## config.mk

```make
export PLATFORM = sky130hd
export DESIGN_NAME = percent_unescape_stream_flat
export DESIGN_NICKNAME = d
export VERILOG_FILES = /design/src/sv/pus_pkg.sv /design/src/sv/pus_if.sv /design/src/sv/pus_front.sv /design/src/sv/pus_queue.sv /design/src/sv/pus_back.sv /design/src/sv/percent_unescape_stream.sv /design/src/flat_wrapper.sv
export SDC_FILE = /design/constraint.sdc
export NUM_CORES = 1
export LEC_CHECK = 0
export ABC_AREA = 1
export ABC_CLOCK_PERIOD_IN_PS = 4750
export BUFFER_PORTS_ARGS = -buffer_cell sky130_fd_sc_hd__clkbuf_2
export CAP_MARGIN = 40
export CORE_UTILIZATION = 61
export CTS_CLUSTER_SIZE = 14
export DETAILED_ROUTE_END_ITERATION = 10
export PLACE_DENSITY = 0.83
export SETUP_SLACK_MARGIN = 0.2
export SLEW_MARGIN = 20
export SYNTH_ARGS = -nofsm -noshare
export SYNTH_HDL_FRONTEND = slang
export SYNTH_HIERARCHICAL = 1
export SYNTH_SLANG_ARGS = --single-unit
```

## constraint.sdc

```tcl
create_clock -name clk -period 4.75 [get_ports clk]
set_input_delay 0.7125 -clock clk [delete_from_list [all_inputs] [get_ports clk]]
set_output_delay 0.7125 -clock clk [all_outputs]
set_load 0.01 [all_outputs]
```

## src/sv/pus_pkg.sv

```systemverilog
// Package for the percent unescape stream: character constants, held-state codes,
// the bundle type passed from the front end to the back end, and hex helpers.
// Depends on nothing.
`default_nettype none

package pus_pkg;

    localparam logic [7:0] CH_PCT  = 8'h25;
    localparam logic [7:0] CH_0    = 8'h30;
    localparam logic [7:0] CH_9    = 8'h39;
    localparam logic [7:0] CH_UA   = 8'h41;
    localparam logic [7:0] CH_UF   = 8'h46;
    localparam logic [7:0] CH_LA   = 8'h61;
    localparam logic [7:0] CH_LF   = 8'h66;
    localparam logic [7:0] HEX_TEN = 8'd10;

    localparam logic [1:0] HELD_NONE  = 2'd0;
    localparam logic [1:0] HELD_PCT   = 2'd1;
    localparam logic [1:0] HELD_DIGIT = 2'd2;

    localparam int unsigned QUEUE_DEPTH = 4;
    localparam int unsigned QPTR_W      = $clog2(QUEUE_DEPTH);

    typedef struct packed {
        logic [2:0][7:0] bytes;
        logic [1:0]      cnt;
        logic            is_end;
    } bnd_t;

    function automatic logic is_hex(input logic [7:0] c);
        return (c inside {[CH_0:CH_9]}) || (c inside {[CH_LA:CH_LF]})
            || (c inside {[CH_UA:CH_UF]});
    endfunction

    function automatic logic [3:0] hex_val(input logic [7:0] c);
        logic [7:0] v;
        if (c <= CH_9)
        begin
            v = c - CH_0;
        end
        else if (c <= CH_UF)
        begin
            v = c - CH_UA + HEX_TEN;
        end
        else
        begin
            v = c - CH_LA + HEX_TEN;
        end
        return v[3:0];
    endfunction

endpackage

`default_nettype wire

```

## src/sv/pus_if.sv

```systemverilog
// Handshake interfaces of the percent unescape stream: raw input, decoded output
// and the capacity write channel. Depends on nothing.
`default_nettype none

interface pus_in_if;
    logic       valid;
    logic       ready;
    logic [7:0] in_byte;
    logic       is_end;
    modport source (output valid, output in_byte, output is_end, input ready);
    modport sink   (input valid, input in_byte, input is_end, output ready);
endinterface

interface pus_out_if;
    logic        valid;
    logic        ready;
    logic [7:0]  out_byte;
    logic        byte_valid;
    logic        is_last;
    logic [15:0] total_len;
    logic        too_short;
    modport source (output valid, output out_byte, output byte_valid, output is_last,
                    output total_len, output too_short, input ready);
    modport sink   (input valid, input out_byte, input byte_valid, input is_last,
                    input total_len, input too_short, output ready);
endinterface

interface pus_cfg_if;
    logic        valid;
    logic        ready;
    logic [15:0] out_capacity;
    modport source (output valid, output out_capacity, input ready);
    modport sink   (input valid, input out_capacity, output ready);
endinterface

`default_nettype wire

```

## src/sv/pus_front.sv

```systemverilog
// Front end: accepts raw bytes, tracks a pending escape and turns each item into a
// bundle of up to three literal or decoded bytes. Depends on pus_pkg and pus_if.
`default_nettype none

module pus_front
    import pus_pkg::*;
(
    input  wire logic clk,
    input  wire logic rst_n,
    pus_in_if.sink    rx,
    input  wire logic q_full,
    output logic      q_push,
    output bnd_t      q_data
);

    logic [1:0] held_reg;
    logic [1:0] held_next;
    logic [7:0] digit_reg;
    logic [7:0] digit_next;
    logic       accept;

    assign rx.ready = !q_full;
    assign accept   = rx.valid && !q_full;
    assign q_push   = accept && (q_data.cnt != 2'd0);

    always_comb
    begin
        logic [1:0] n;
        logic [7:0] b;
        n          = 2'd0;
        b          = rx.in_byte;
        q_data     = '0;
        held_next  = held_reg;
        digit_next = digit_reg;
        case (held_reg)
            HELD_NONE:
            begin
                if (b == CH_PCT)
                begin
                    held_next = HELD_PCT;
                end
                else
                begin
                    q_data.bytes[n] = b;
                    n = n + 2'd1;
                end
            end
            HELD_PCT:
            begin
                if (is_hex(b))
                begin
                    held_next  = HELD_DIGIT;
                    digit_next = b;
                end
                else
                begin
                    q_data.bytes[n] = CH_PCT;
                    n = n + 2'd1;
                    if (b == CH_PCT)
                    begin
                        held_next = HELD_PCT;
                    end
                    else
                    begin
                        held_next = HELD_NONE;
                        q_data.bytes[n] = b;
                        n = n + 2'd1;
                    end
                end
            end
            HELD_DIGIT:
            begin
                if (is_hex(b))
                begin
                    held_next = HELD_NONE;
                    q_data.bytes[n] = {hex_val(digit_reg), hex_val(b)};
                    n = n + 2'd1;
                end
                else
                begin
                    q_data.bytes[n] = CH_PCT;
                    n = n + 2'd1;
                    q_data.bytes[n] = digit_reg;
                    n = n + 2'd1;
                    if (b == CH_PCT)
                    begin
                        held_next = HELD_PCT;
                    end
                    else
                    begin
                        held_next = HELD_NONE;
                        q_data.bytes[n] = b;
                        n = n + 2'd1;
                    end
                end
            end
            default:
            begin
                held_next = HELD_NONE;
            end
        endcase
        if (rx.is_end)
        begin
            if (held_next != HELD_NONE)
            begin
                q_data.bytes[n] = CH_PCT;
                n = n + 2'd1;
            end
            if (held_next == HELD_DIGIT)
            begin
                q_data.bytes[n] = digit_next;
                n = n + 2'd1;
            end
            held_next = HELD_NONE;
        end
        q_data.cnt    = n;
        q_data.is_end = rx.is_end;
    end

    always_ff @(posedge clk or negedge rst_n)
    begin
        if (!rst_n)
        begin
            held_reg <= HELD_NONE;
        end
        else if (accept)
        begin
            held_reg <= held_next;
        end
    end

    always_ff @(posedge clk)
    begin
        if (accept)
        begin
            digit_reg <= digit_next;
        end
    end

endmodule

`default_nettype wire

```

## src/sv/pus_queue.sv

```systemverilog
// Short queue of byte bundles between the front end and the back end.
// Depends on pus_pkg.
`default_nettype none

module pus_queue
    import pus_pkg::*;
(
    input  wire logic clk,
    input  wire logic rst_n,
    input  wire logic push,
    input  wire bnd_t push_data,
    input  wire logic pop,
    output logic      full,
    output logic      empty,
    output bnd_t      head
);

    bnd_t              mem_reg [QUEUE_DEPTH];
    logic [QPTR_W-1:0] wr_reg;
    logic [QPTR_W-1:0] rd_reg;
    logic [QPTR_W:0]   fill_reg;
    logic              do_push;
    logic              do_pop;

    assign full    = (fill_reg == (QPTR_W + 1)'(QUEUE_DEPTH));
    assign empty   = (fill_reg == '0);
    assign do_push = push && !full;
    assign do_pop  = pop && !empty;
    assign head    = mem_reg[rd_reg];

    always_ff @(posedge clk or negedge rst_n)
    begin
        if (!rst_n)
        begin
            wr_reg   <= '0;
            rd_reg   <= '0;
            fill_reg <= '0;
        end
        else
        begin
            if (do_push)
            begin
                wr_reg <= wr_reg + 1'b1;
            end
            if (do_pop)
            begin
                rd_reg <= rd_reg + 1'b1;
            end
            if (do_push && !do_pop)
            begin
                fill_reg <= fill_reg + 1'b1;
            end
            else if (do_pop && !do_push)
            begin
                fill_reg <= fill_reg - 1'b1;
            end
        end
    end

    always_ff @(posedge clk)
    begin
        if (do_push)
        begin
            mem_reg[wr_reg] <= push_data;
        end
    end

endmodule

`default_nettype wire

```

## src/sv/pus_back.sv

```systemverilog
// Back end: delivers bundle bytes one per cycle unless the receiver stalls, counts them
// against the capacity register and flags overflow. Depends on pus_pkg and pus_if.
`default_nettype none

module pus_back
    import pus_pkg::*;
#(
    parameter int unsigned LEN_WIDTH = 16
)
(
    input  wire logic clk,
    input  wire logic rst_n,
    pus_cfg_if.sink   cfg,
    input  wire bnd_t q_head,
    input  wire logic q_empty,
    output logic      q_pop,
    pus_out_if.source tx
);

    localparam int unsigned CW = (LEN_WIDTH > 16) ? LEN_WIDTH : 16;

    logic [15:0]          cap_reg;
    logic [LEN_WIDTH-1:0] cnt_reg;
    logic [LEN_WIDTH-1:0] cnt_inc;
    logic                 ovf_reg;
    logic                 ovf_new;
    logic [1:0]           pos_reg;
    logic                 out_valid_reg;
    logic [7:0]           out_byte_reg;
    logic                 byte_valid_reg;
    logic                 is_last_reg;
    logic [15:0]          total_reg;
    logic                 too_short_reg;
    logic                 advance;
    logic                 load;
    logic                 last_of_bnd;
    logic                 in_cap;
    logic [CW-1:0]        cnt_ext;
    logic [15:0]          total_new;

    assign cfg.ready = 1'b1;

    assign advance     = !out_valid_reg || tx.ready;
    assign load        = advance && !q_empty;
    assign last_of_bnd = (pos_reg == (q_head.cnt - 2'd1));
    assign q_pop       = load && last_of_bnd;

    assign in_cap   = CW'(cnt_reg) < CW'(cap_reg);
    assign ovf_new  = ovf_reg || !in_cap;
    assign cnt_inc  = (cnt_reg != {LEN_WIDTH{1'b1}}) ? cnt_reg + 1'b1 : cnt_reg;
    assign cnt_ext  = CW'(cnt_inc);
    assign total_new = (cnt_ext > CW'(16'hFFFF)) ? 16'hFFFF : cnt_ext[15:0];

    assign tx.valid      = out_valid_reg;
    assign tx.out_byte   = out_byte_reg;
    assign tx.byte_valid = byte_valid_reg;
    assign tx.is_last    = is_last_reg;
    assign tx.total_len  = total_reg;
    assign tx.too_short  = too_short_reg;

    always_ff @(posedge clk or negedge rst_n)
    begin
        if (!rst_n)
        begin
            cap_reg       <= 16'hFFFF;
            cnt_reg       <= '0;
            ovf_reg       <= 1'b0;
            pos_reg       <= 2'd0;
            out_valid_reg <= 1'b0;
        end
        else
        begin
            if (cfg.valid)
            begin
                cap_reg <= cfg.out_capacity;
            end
            if (load)
            begin
                out_valid_reg <= 1'b1;
                if (last_of_bnd)
                begin
                    pos_reg <= 2'd0;
                    if (q_head.is_end)
                    begin
                        cnt_reg <= '0;
                        ovf_reg <= 1'b0;
                    end
                    else
                    begin
                        cnt_reg <= cnt_inc;
                        ovf_reg <= ovf_new;
                    end
                end
                else
                begin
                    pos_reg <= pos_reg + 2'd1;
                    cnt_reg <= cnt_inc;
                    ovf_reg <= ovf_new;
                end
            end
            else if (tx.ready)
            begin
                out_valid_reg <= 1'b0;
            end
        end
    end

    always_ff @(posedge clk)
    begin
        if (load)
        begin
            out_byte_reg   <= in_cap ? q_head.bytes[pos_reg] : 8'd0;
            byte_valid_reg <= in_cap;
            is_last_reg    <= q_head.is_end && last_of_bnd;
            total_reg      <= total_new;
            too_short_reg  <= ovf_new;
        end
    end

endmodule

`default_nettype wire

```

## src/sv/percent_unescape_stream.sv

```systemverilog
// Top level of the percent unescape stream: front end, bundle queue and back end.
// Depends on pus_pkg, pus_if, pus_front, pus_queue and pus_back.
//
// The block accepts one raw byte per cycle while its four-entry bundle queue has
// room. Each accepted item yields zero to three result items: a byte that starts or
// continues an escape gives none, a plain byte or a completed escape gives one, a
// failed escape gives the held bytes literally, and the final item of the data
// flushes anything still held. The back end delivers one result item per cycle,
// unless the receiver stalls, through its output register, so an item with several
// results holds the output side for each in turn; the queue absorbs these bursts.
// Each result item is registered there from the bundle at the head of the queue.
// Capacity writes are taken at any time and should be made while the block is idle.
`default_nettype none

module percent_unescape_stream
    import pus_pkg::*;
#(
    parameter int unsigned LEN_WIDTH = 16
)
(
    input  wire logic clk,
    input  wire logic rst_n,
    pus_cfg_if.sink   cfg,
    pus_in_if.sink    rx,
    pus_out_if.source tx
);

    logic q_full;
    logic q_empty;
    logic q_push;
    logic q_pop;
    bnd_t q_in;
    bnd_t q_head;

    pus_front u_front (
        .clk    (clk),
        .rst_n  (rst_n),
        .rx     (rx),
        .q_full (q_full),
        .q_push (q_push),
        .q_data (q_in)
    );

    pus_queue u_queue (
        .clk       (clk),
        .rst_n     (rst_n),
        .push      (q_push),
        .push_data (q_in),
        .pop       (q_pop),
        .full      (q_full),
        .empty     (q_empty),
        .head      (q_head)
    );

    pus_back #(
        .LEN_WIDTH (LEN_WIDTH)
    ) u_back (
        .clk     (clk),
        .rst_n   (rst_n),
        .cfg     (cfg),
        .q_head  (q_head),
        .q_empty (q_empty),
        .q_pop   (q_pop),
        .tx      (tx)
    );

endmodule

`default_nettype wire

```

## src/flat_wrapper.sv

```systemverilog
// flat-port wrapper written by rule: the top's interface ports become plain ports
module percent_unescape_stream_flat import pus_pkg::*;
#(
    parameter int unsigned LEN_WIDTH = 16
)
  (clk, rst_n, cfg_valid, cfg_out_capacity, cfg_ready, rx_valid, rx_in_byte, rx_is_end, rx_ready, tx_valid, tx_out_byte, tx_byte_valid, tx_is_last, tx_total_len, tx_too_short, tx_ready);
  pus_cfg_if cfg_i ();
  pus_in_if rx_i ();
  pus_out_if tx_i ();
  input  wire logic clk;
  input  wire logic rst_n;
  input wire logic [$bits(cfg_i.valid)-1:0] cfg_valid;
  input wire logic [$bits(cfg_i.out_capacity)-1:0] cfg_out_capacity;
  output wire logic [$bits(cfg_i.ready)-1:0] cfg_ready;
  input wire logic [$bits(rx_i.valid)-1:0] rx_valid;
  input wire logic [$bits(rx_i.in_byte)-1:0] rx_in_byte;
  input wire logic [$bits(rx_i.is_end)-1:0] rx_is_end;
  output wire logic [$bits(rx_i.ready)-1:0] rx_ready;
  output wire logic [$bits(tx_i.valid)-1:0] tx_valid;
  output wire logic [$bits(tx_i.out_byte)-1:0] tx_out_byte;
  output wire logic [$bits(tx_i.byte_valid)-1:0] tx_byte_valid;
  output wire logic [$bits(tx_i.is_last)-1:0] tx_is_last;
  output wire logic [$bits(tx_i.total_len)-1:0] tx_total_len;
  output wire logic [$bits(tx_i.too_short)-1:0] tx_too_short;
  input wire logic [$bits(tx_i.ready)-1:0] tx_ready;
  assign cfg_i.valid = cfg_valid;
  assign cfg_i.out_capacity = cfg_out_capacity;
  assign cfg_ready = cfg_i.ready;
  assign rx_i.valid = rx_valid;
  assign rx_i.in_byte = rx_in_byte;
  assign rx_i.is_end = rx_is_end;
  assign rx_ready = rx_i.ready;
  assign tx_valid = tx_i.valid;
  assign tx_out_byte = tx_i.out_byte;
  assign tx_byte_valid = tx_i.byte_valid;
  assign tx_is_last = tx_i.is_last;
  assign tx_total_len = tx_i.total_len;
  assign tx_too_short = tx_i.too_short;
  assign tx_i.ready = tx_ready;
  percent_unescape_stream #(.LEN_WIDTH(LEN_WIDTH)) u_core (.clk(clk), .rst_n(rst_n), .cfg(cfg_i), .rx(rx_i), .tx(tx_i));
endmodule
```

## Word level (Yosys, flattened, before mapping)

Memories as Yosys holds them, arrays and structs flattened.
Cells that the tools add are included.

- $add $sub $neg: 19
- Magnitude comparators: 15
- Eq/ne operators: 7
- Multiplexer cells: 52
- Bitwise logic cells: 3
- Reduce and logical (&&, ||, !) cells: 30

Operators by type and width:

| kind | number |
|---|---|
| $mux W24 | 4 |
| $mux W16 | 5 |
| $mux W8 | 8 |
| $demux W8 S2 | 2 |
| $bwmux W24 | 1 |
| $le A8 B7 Y1 const B | 3 |
| $mux W2 | 12 |
| $pmux W8 S3 | 1 |
| $sub A4 B1 Y4 const B | 6 |
| $add A16 B1 Y16 const B | 1 |
| $add A4 B4 Y4 const B | 4 |
| $bmux W8 S2 | 1 |
| $ge A8 B7 Y1 const B | 2 |
| $gt A16 B16 Y1 const B | 1 |
| $le A8 B6 Y1 const B | 2 |
| $lt A16 B16 Y1 | 1 |
| $mux W4 | 4 |
| $ne A16 B16 Y1 const B | 1 |
| $pmux W8 S2 | 1 |
| $and A15 B15 Y15 | 1 |
| $not A15 Y15 | 1 |
| $logic_and A1 B1 Y1 | 14 |
| $pmux W2 S3 | 2 |
| $add A2 B1 Y2 const B | 5 |
| other kinds (19) | 43 |

- Flip-flop bits (word level): 80
- RAM bits: 108
- Output and inout port bits: 30
- Memories: 1

Memories:

| name | depth | bits a word | read ports | clocked after memory_dff | write ports | RTL line | source |
|---|---|---|---|---|---|---|---|
| u_core.u_queue.mem_reg | 4 | 27 | 1 | 0 | 1 | pus_queue.sv:18 | `bnd_t mem_reg [QUEUE_DEPTH];` |

## Depth between registers and ports, before layout

- Word-level depth: 19
- Gate-level depth with buffers: 32
- Gate-level depth less buffers: 32

## By module

The synthesis kept the hierarchy.

Modules (own cells, without submodules):

| module | times used | cells an instance | area an instance (sq um) |
|---|---|---|---|
| pus_queue | 1 | 375 | 4754.6 |
| pus_back | 1 | 364 | 3308.2 |
| pus_front | 1 | 273 | 1779.2 |

## Worst setup path after synthesis

OpenSTA, ideal clock, no wires.

- Kind: input to register
- Start point: input port rx_in_byte[1]
- End point: memory u_core/u_queue/mem_reg[0][0] in the netlist's numbering, enable pin
- Setup time: 0.411 ns
- Arrival time: 4.139 ns
- Slack: 0.200 ns
- Cell stages on the path: 23
- Cells stage by stage: inv_1 > ha_1 > nand3b_1 > nand3_1 > nand2_1 > nand2_4 > nand3_2 > a21oi_4 > inv_1 > ha_1 > nand2_1 > nand2_1 > inv_1 > ha_1 > nand2_1 > nand2_1 > inv_1 > nand2_1 > nand3_1 > nand2_1 > inv_1 > nand2_1 > nor2_1

- Longest elaborated chain between the ends: 17
- Elaborated cells between the ends (all ways): 36

Ends and longest elaborated chain:

| what | RTL line | source |
|---|---|---|
| from (decl) | flat_wrapper.sv:16 | `input wire logic [$bits(rx_i.in_byte)-1:0] rx_in_byte;` |
| $ge A8 B6 Y1 (tied with other cells) | pus_pkg.sv:31 | `return (c inside {[CH_0:CH_9]}) \|\| (c inside {[CH_LA:CH_LF]})` |
| $logic_and A1 B1 Y1 | pus_pkg.sv:31 |  |
| $logic_or A1 B1 Y1 | pus_pkg.sv:31 |  |
| $logic_or A1 B1 Y1 | pus_pkg.sv:32 | `\|\| (c inside {[CH_UA:CH_UF]});` |
| $mux W2, on equally long branches | pus_front.sv:73, pus_front.sv:50 |  |
| $pmux W2 S3 | pus_front.sv:35 | `case (held_reg)` |
| $add A2 B1 Y2 / $reduce_bool A2 Y1 (equally long branches) | pus_front.sv:107, pus_front.sv:104 |  |
| $mux W2 | pus_front.sv:104 | `if (held_next != HELD_NONE)` |
| [2 not listed] | -- |  |
| $mux W2 | pus_front.sv:109 | `if (held_next == HELD_DIGIT)` |
| $mux W2 (*) | pus_front.sv:102 | `if (rx.is_end)` |
| $reduce_bool A2 Y1 (*) | pus_front.sv:24 | `assign q_push = accept && (q_data.cnt != 2'd0);` |
| $logic_and A1 B1 Y1 (*) | pus_front.sv:24 |  |
| via u_core.q_push | percent_unescape_stream.sv:30 | `logic q_push;` |
| $logic_and A1 B1 Y1 (*) | pus_queue.sv:27 | `assign do_push = push && !full;` |
| $mux W1 (*) | pus_queue.sv:62 | `if (do_push)` |
| $mux W1 (implied by the code) (*) | pus_queue.sv:64 | `mem_reg[wr_reg] <= push_data;` |
| to (decl) | pus_queue.sv:18 |  |

Mark *: on every way through the listed nets, which the timed path passes. The rest lies on a longest branch. The select of a mux whose other input is x is not followed.

## Worst setup path in the final report

- Start point: input port rx_in_byte[1]
- End point: register u_core.u_queue.fill_reg[2]

- Longest elaborated chain between the ends: 18
- Elaborated cells between the ends (all ways): 39

Ends and longest elaborated chain:

| what | RTL line | source |
|---|---|---|
| $ge A8 B6 Y1 (tied with other cells) | pus_pkg.sv:31 |  |
| $logic_and A1 B1 Y1 | pus_pkg.sv:31 |  |
| $logic_or A1 B1 Y1 | pus_pkg.sv:31 |  |
| $logic_or A1 B1 Y1 | pus_pkg.sv:32 |  |
| $mux W2, on equally long branches | pus_front.sv:73, pus_front.sv:50 |  |
| $pmux W2 S3 | pus_front.sv:35 |  |
| $add A2 B1 Y2 / $reduce_bool A2 Y1 (equally long branches) | pus_front.sv:107, pus_front.sv:104 |  |
| $mux W2 | pus_front.sv:104 |  |
| [4 not listed] | -- |  |
| $reduce_bool A2 Y1 (*) | pus_front.sv:24 |  |
| $logic_and A1 B1 Y1 (*) | pus_front.sv:24 |  |
| via u_core.q_push | percent_unescape_stream.sv:30 |  |
| $logic_and A1 B1 Y1 (*) | pus_queue.sv:27 |  |
| via u_core.u_queue.do_push | pus_queue.sv:22 | `logic do_push;` |
| $logic_not A1 Y1 | pus_queue.sv:53 | `else if (do_pop && !do_push)` |
| $logic_and A1 B1 Y1 | pus_queue.sv:53 |  |
| $reduce_bool A2 Y1 (no line) | -- |  |
| to (signal assigned) | pus_queue.sv:51 | `fill_reg <= fill_reg + 1'b1;` |
| to (signal assigned) | pus_queue.sv:55 | `fill_reg <= fill_reg - 1'b1;` |
| to (decl) | pus_queue.sv:21 | `logic [QPTR_W:0] fill_reg;` |

Marked as above.
A chain may end at the register's enable or synchronous reset.

==> flow_summary.ini <==
[run_status]
status = finished, final reports clean

[clock_tree]
htree_levels = 4
clk_latency_ps = 430
cts_buffers = 17
cts_setup_buffers = 0
cts-root-buf = clkbuf_16
cts_buffer_depth = 2
clock-sinks = 188
cts_resized = 0
holdBufCountCts = 0
cts_tree = done
cts.clk_slew.worst_paths_ps = 60

[global_route]
grtUsageTotal = 0.272
grt_max_degree = 79
antenna_found_initial = 0
grt.overflow.total = 0
grt_pass1_wl_um = 33600
grt_pass1_vias = 6703

[floorplanning]
die_h_um = 129
chipWidth_um = 129
die_area_um2 = 16600
core_um2 = 15800
num_io_pins = 60
num_rows = 46
initial_core_util = 0.622

[worst_setup_path]
cpMostUsedCell = nand2_1
worstSetupPathType = input port to flop
critPathArrivalTime_ps = 4310
critPathMaxFanout = 14
startpoint_type = input port
path_delay_family = adder cells
end_kind = flop
cp.required_ps = 5070
crit_slowest_cell = fa_1
cp_slowest_stage_delay_ps = 380
path_buf_inv = 9

[placed_design]
dp_slack_ps = 359
gp_congestion = 0.980
dpl.hpwl_um = 14700
place_area_um2 = 10400
io_buffers = 58
dp.cells = 1264

[sta]
fmax_mhz = 251
fin_crit_ps = 3990
rsz0062_at_grt = false
hold_viol = 0
setup_tns_ps = 0
relSlewSlack = 0.511
worstMarginPinSlew_ps = 734
fin_worst_skew_ps = 10.8
setup-violations-final = 0
worst_slack_ps = 758
fin_crit_sh = 0.840
slew_viol_final = 0

[routing]
vias = 7246
wire_per_inst_um = 16.5
drt-initial-drc-count = 664
viasPerCell = 5.59
post-route-drc-count = 0
first_pass_iters = 5
drtAntennaViolNets = 0
drt_wl_total_um = 21400

[synth]
synth_ff_type = edfxtp_1
syn_area_um2 = 9840
netlist_instances = 1012
syn_area_per_cell_um2 = 9.73
ys.warnings.count = 6
synthArstFlopShare = 0.239
synth.distinct_cells = 48
synth-edff-count = 143
yosysSeqAreaShare = 0.553
yosys_register_bits = 188
synth_fp_nets = 1080

[power_and_ir_drop]
powerDensity_nw_per_um2 = 513
irDropWorstVdd_mv = 0.285
cellLeakagePower_nw = 4.98
power.total_mw = 5.62

[cells_and_area]
n_antenna_cell = 0
final_cells = 1296
final_nets = 1135
stdcell_area_um2 = 11000
fillers = 1157
largest_reg_flops = 108
syn_to_final_growth_pct = 11.4
drive_above_1_share = 0.172

[job]
drv_cap = 0

[hold_path]
hold_class = input port to async pin
[worst paths after layout]
kind | startpoint | end | slack [ps] | cells after the start
worst min register to register | u_core/u_back/cap_reg[2] | u_core/u_back/cap_reg[2] | 490 | 2
min in group clk | cfg_out_capacity[4] | u_core/u_back/cap_reg[4] | 480 | 3
worst max register to register | u_core/u_front/held_reg[1] | u_core/u_queue/fill_reg[2] | 930 | 26
worst min-delay path | rst_n | u_core/u_back/cnt_reg[4] | 380 | 2
worst max-delay path | rx_in_byte[1] | u_core/u_queue/fill_reg[2] | 760 | 30
max in group asynchronous | rst_n | u_core/u_queue/fill_reg[2] | 3950 | 2
[cells in the mapped netlist (3+ instances only)]
cell	count	area share
o21ai_0	55	0.028
nand2_1	238	0.091
nand2_2	18	0.011
o31ai_1	3	0.0023
o211ai_1	44	0.034
nand3_1	49	0.025
nand2_4	9	0.010
inv_2	10	0.0038
nor2_1	44	0.017
a21oi_1	14	0.0071
edfxtp_1	143	0.44
o21ai_1	21	0.011
inv_1	149	0.057
o22ai_1	10	0.0064
dfstp_2	16	0.043
ha_1	37	0.047
a2bb2oi_1	8	0.0071
dfrtp_1	29	0.074
xor2_1	14	0.012
buf_2	17	0.0086
nor3_1	5	0.0025
nand3_2	3	0.0031
o211ai_2	10	0.013
clkbuf_1	10	0.0038
nor2_4	3	0.0034
a22oi_1	9	0.0069
buf_6	5	0.0057
nand4_1	13	0.0083
[metrics by stage]
| stage | hold slack [ps] | utilization |
|---|---|---|
| after floorplan | 417 | - |
| after global placement | 482 | 0.656 |
| after detailed placement | 483 | 0.656 |
| after CTS | 389 | 0.693 |
| after global routing | 426 | 0.693 |
| final | 382 | 0.693 |
[logic make-up (layout without fill, tap and decap cells)]
logic type | count (synthesis) | in the layout | share of synthesized area
XOR/XNOR | 15 | 15 | 0.0133
flip-flops | 188 | 188 | 0.553
adder cells (fa/ha/maj) | 38 | 38 | 0.0491
buffers and inverters | 199 | 267 | 0.0831
AO/OA/AOI/OAI | 180 | 180 | 0.121
AND/OR/NAND/NOR | 390 | 390 | 0.179
other | 1 | 1 | 0.000381
multiplexers | 1 | 1 | 0.00114
[area by class of cell]
cell class                      count  area, µm²  area share
Sequential cell                   188       5440       0.496
Tap cell                          216        270      0.0247
Timing Repair Buffer               72        445      0.0406
Multi-Input combinational cell    625       3600       0.329
Inverter                          163        617      0.0563
Clock inverter                     11        145      0.0132
Clock buffer                       21        440      0.0402
[layer usage]
layer,wire length (µm),part of all wire,track usage
met5,0,0,0
met4,289,0.013,0.0907
met3,1620,0.075,0.0566
met2,10100,0.47,0.431
met1,9390,0.44,0.377
[placed cells by master, fill, tap and decap left out, types with 4 or more instances in the layout]
cell and count:
a2bb2oi_1 8, o21ai_1 21, nor3_1 5, dfrtp_1 29, xor2_1 14, inv_2 10
nand3_1 49, inv_1 149, nor2_2 6, edfxtp_1 143, o21ai_0 55, clkbuf_1 4
nand2_1 238, ha_1 37, clkbuf_2 58, o22ai_1 10, a22oi_1 9, buf_4 10
o211ai_2 10, o211ai_1 44, nand4_1 13, nor2_1 40, a21oi_1 13, nand2_4 9
clkbuf_16 17, dfstp_2 16, buf_12 4, nand2_2 18
[where the power goes]
group	internal (mW)	switching [mW]	total [mW]
Clock	0.827	0.591	1.42
Combinational	0.613	1.21	1.83
Sequential	2.22	0.157	2.38
Total	3.66	1.96	5.62
(Power assumes the default switching activity.)
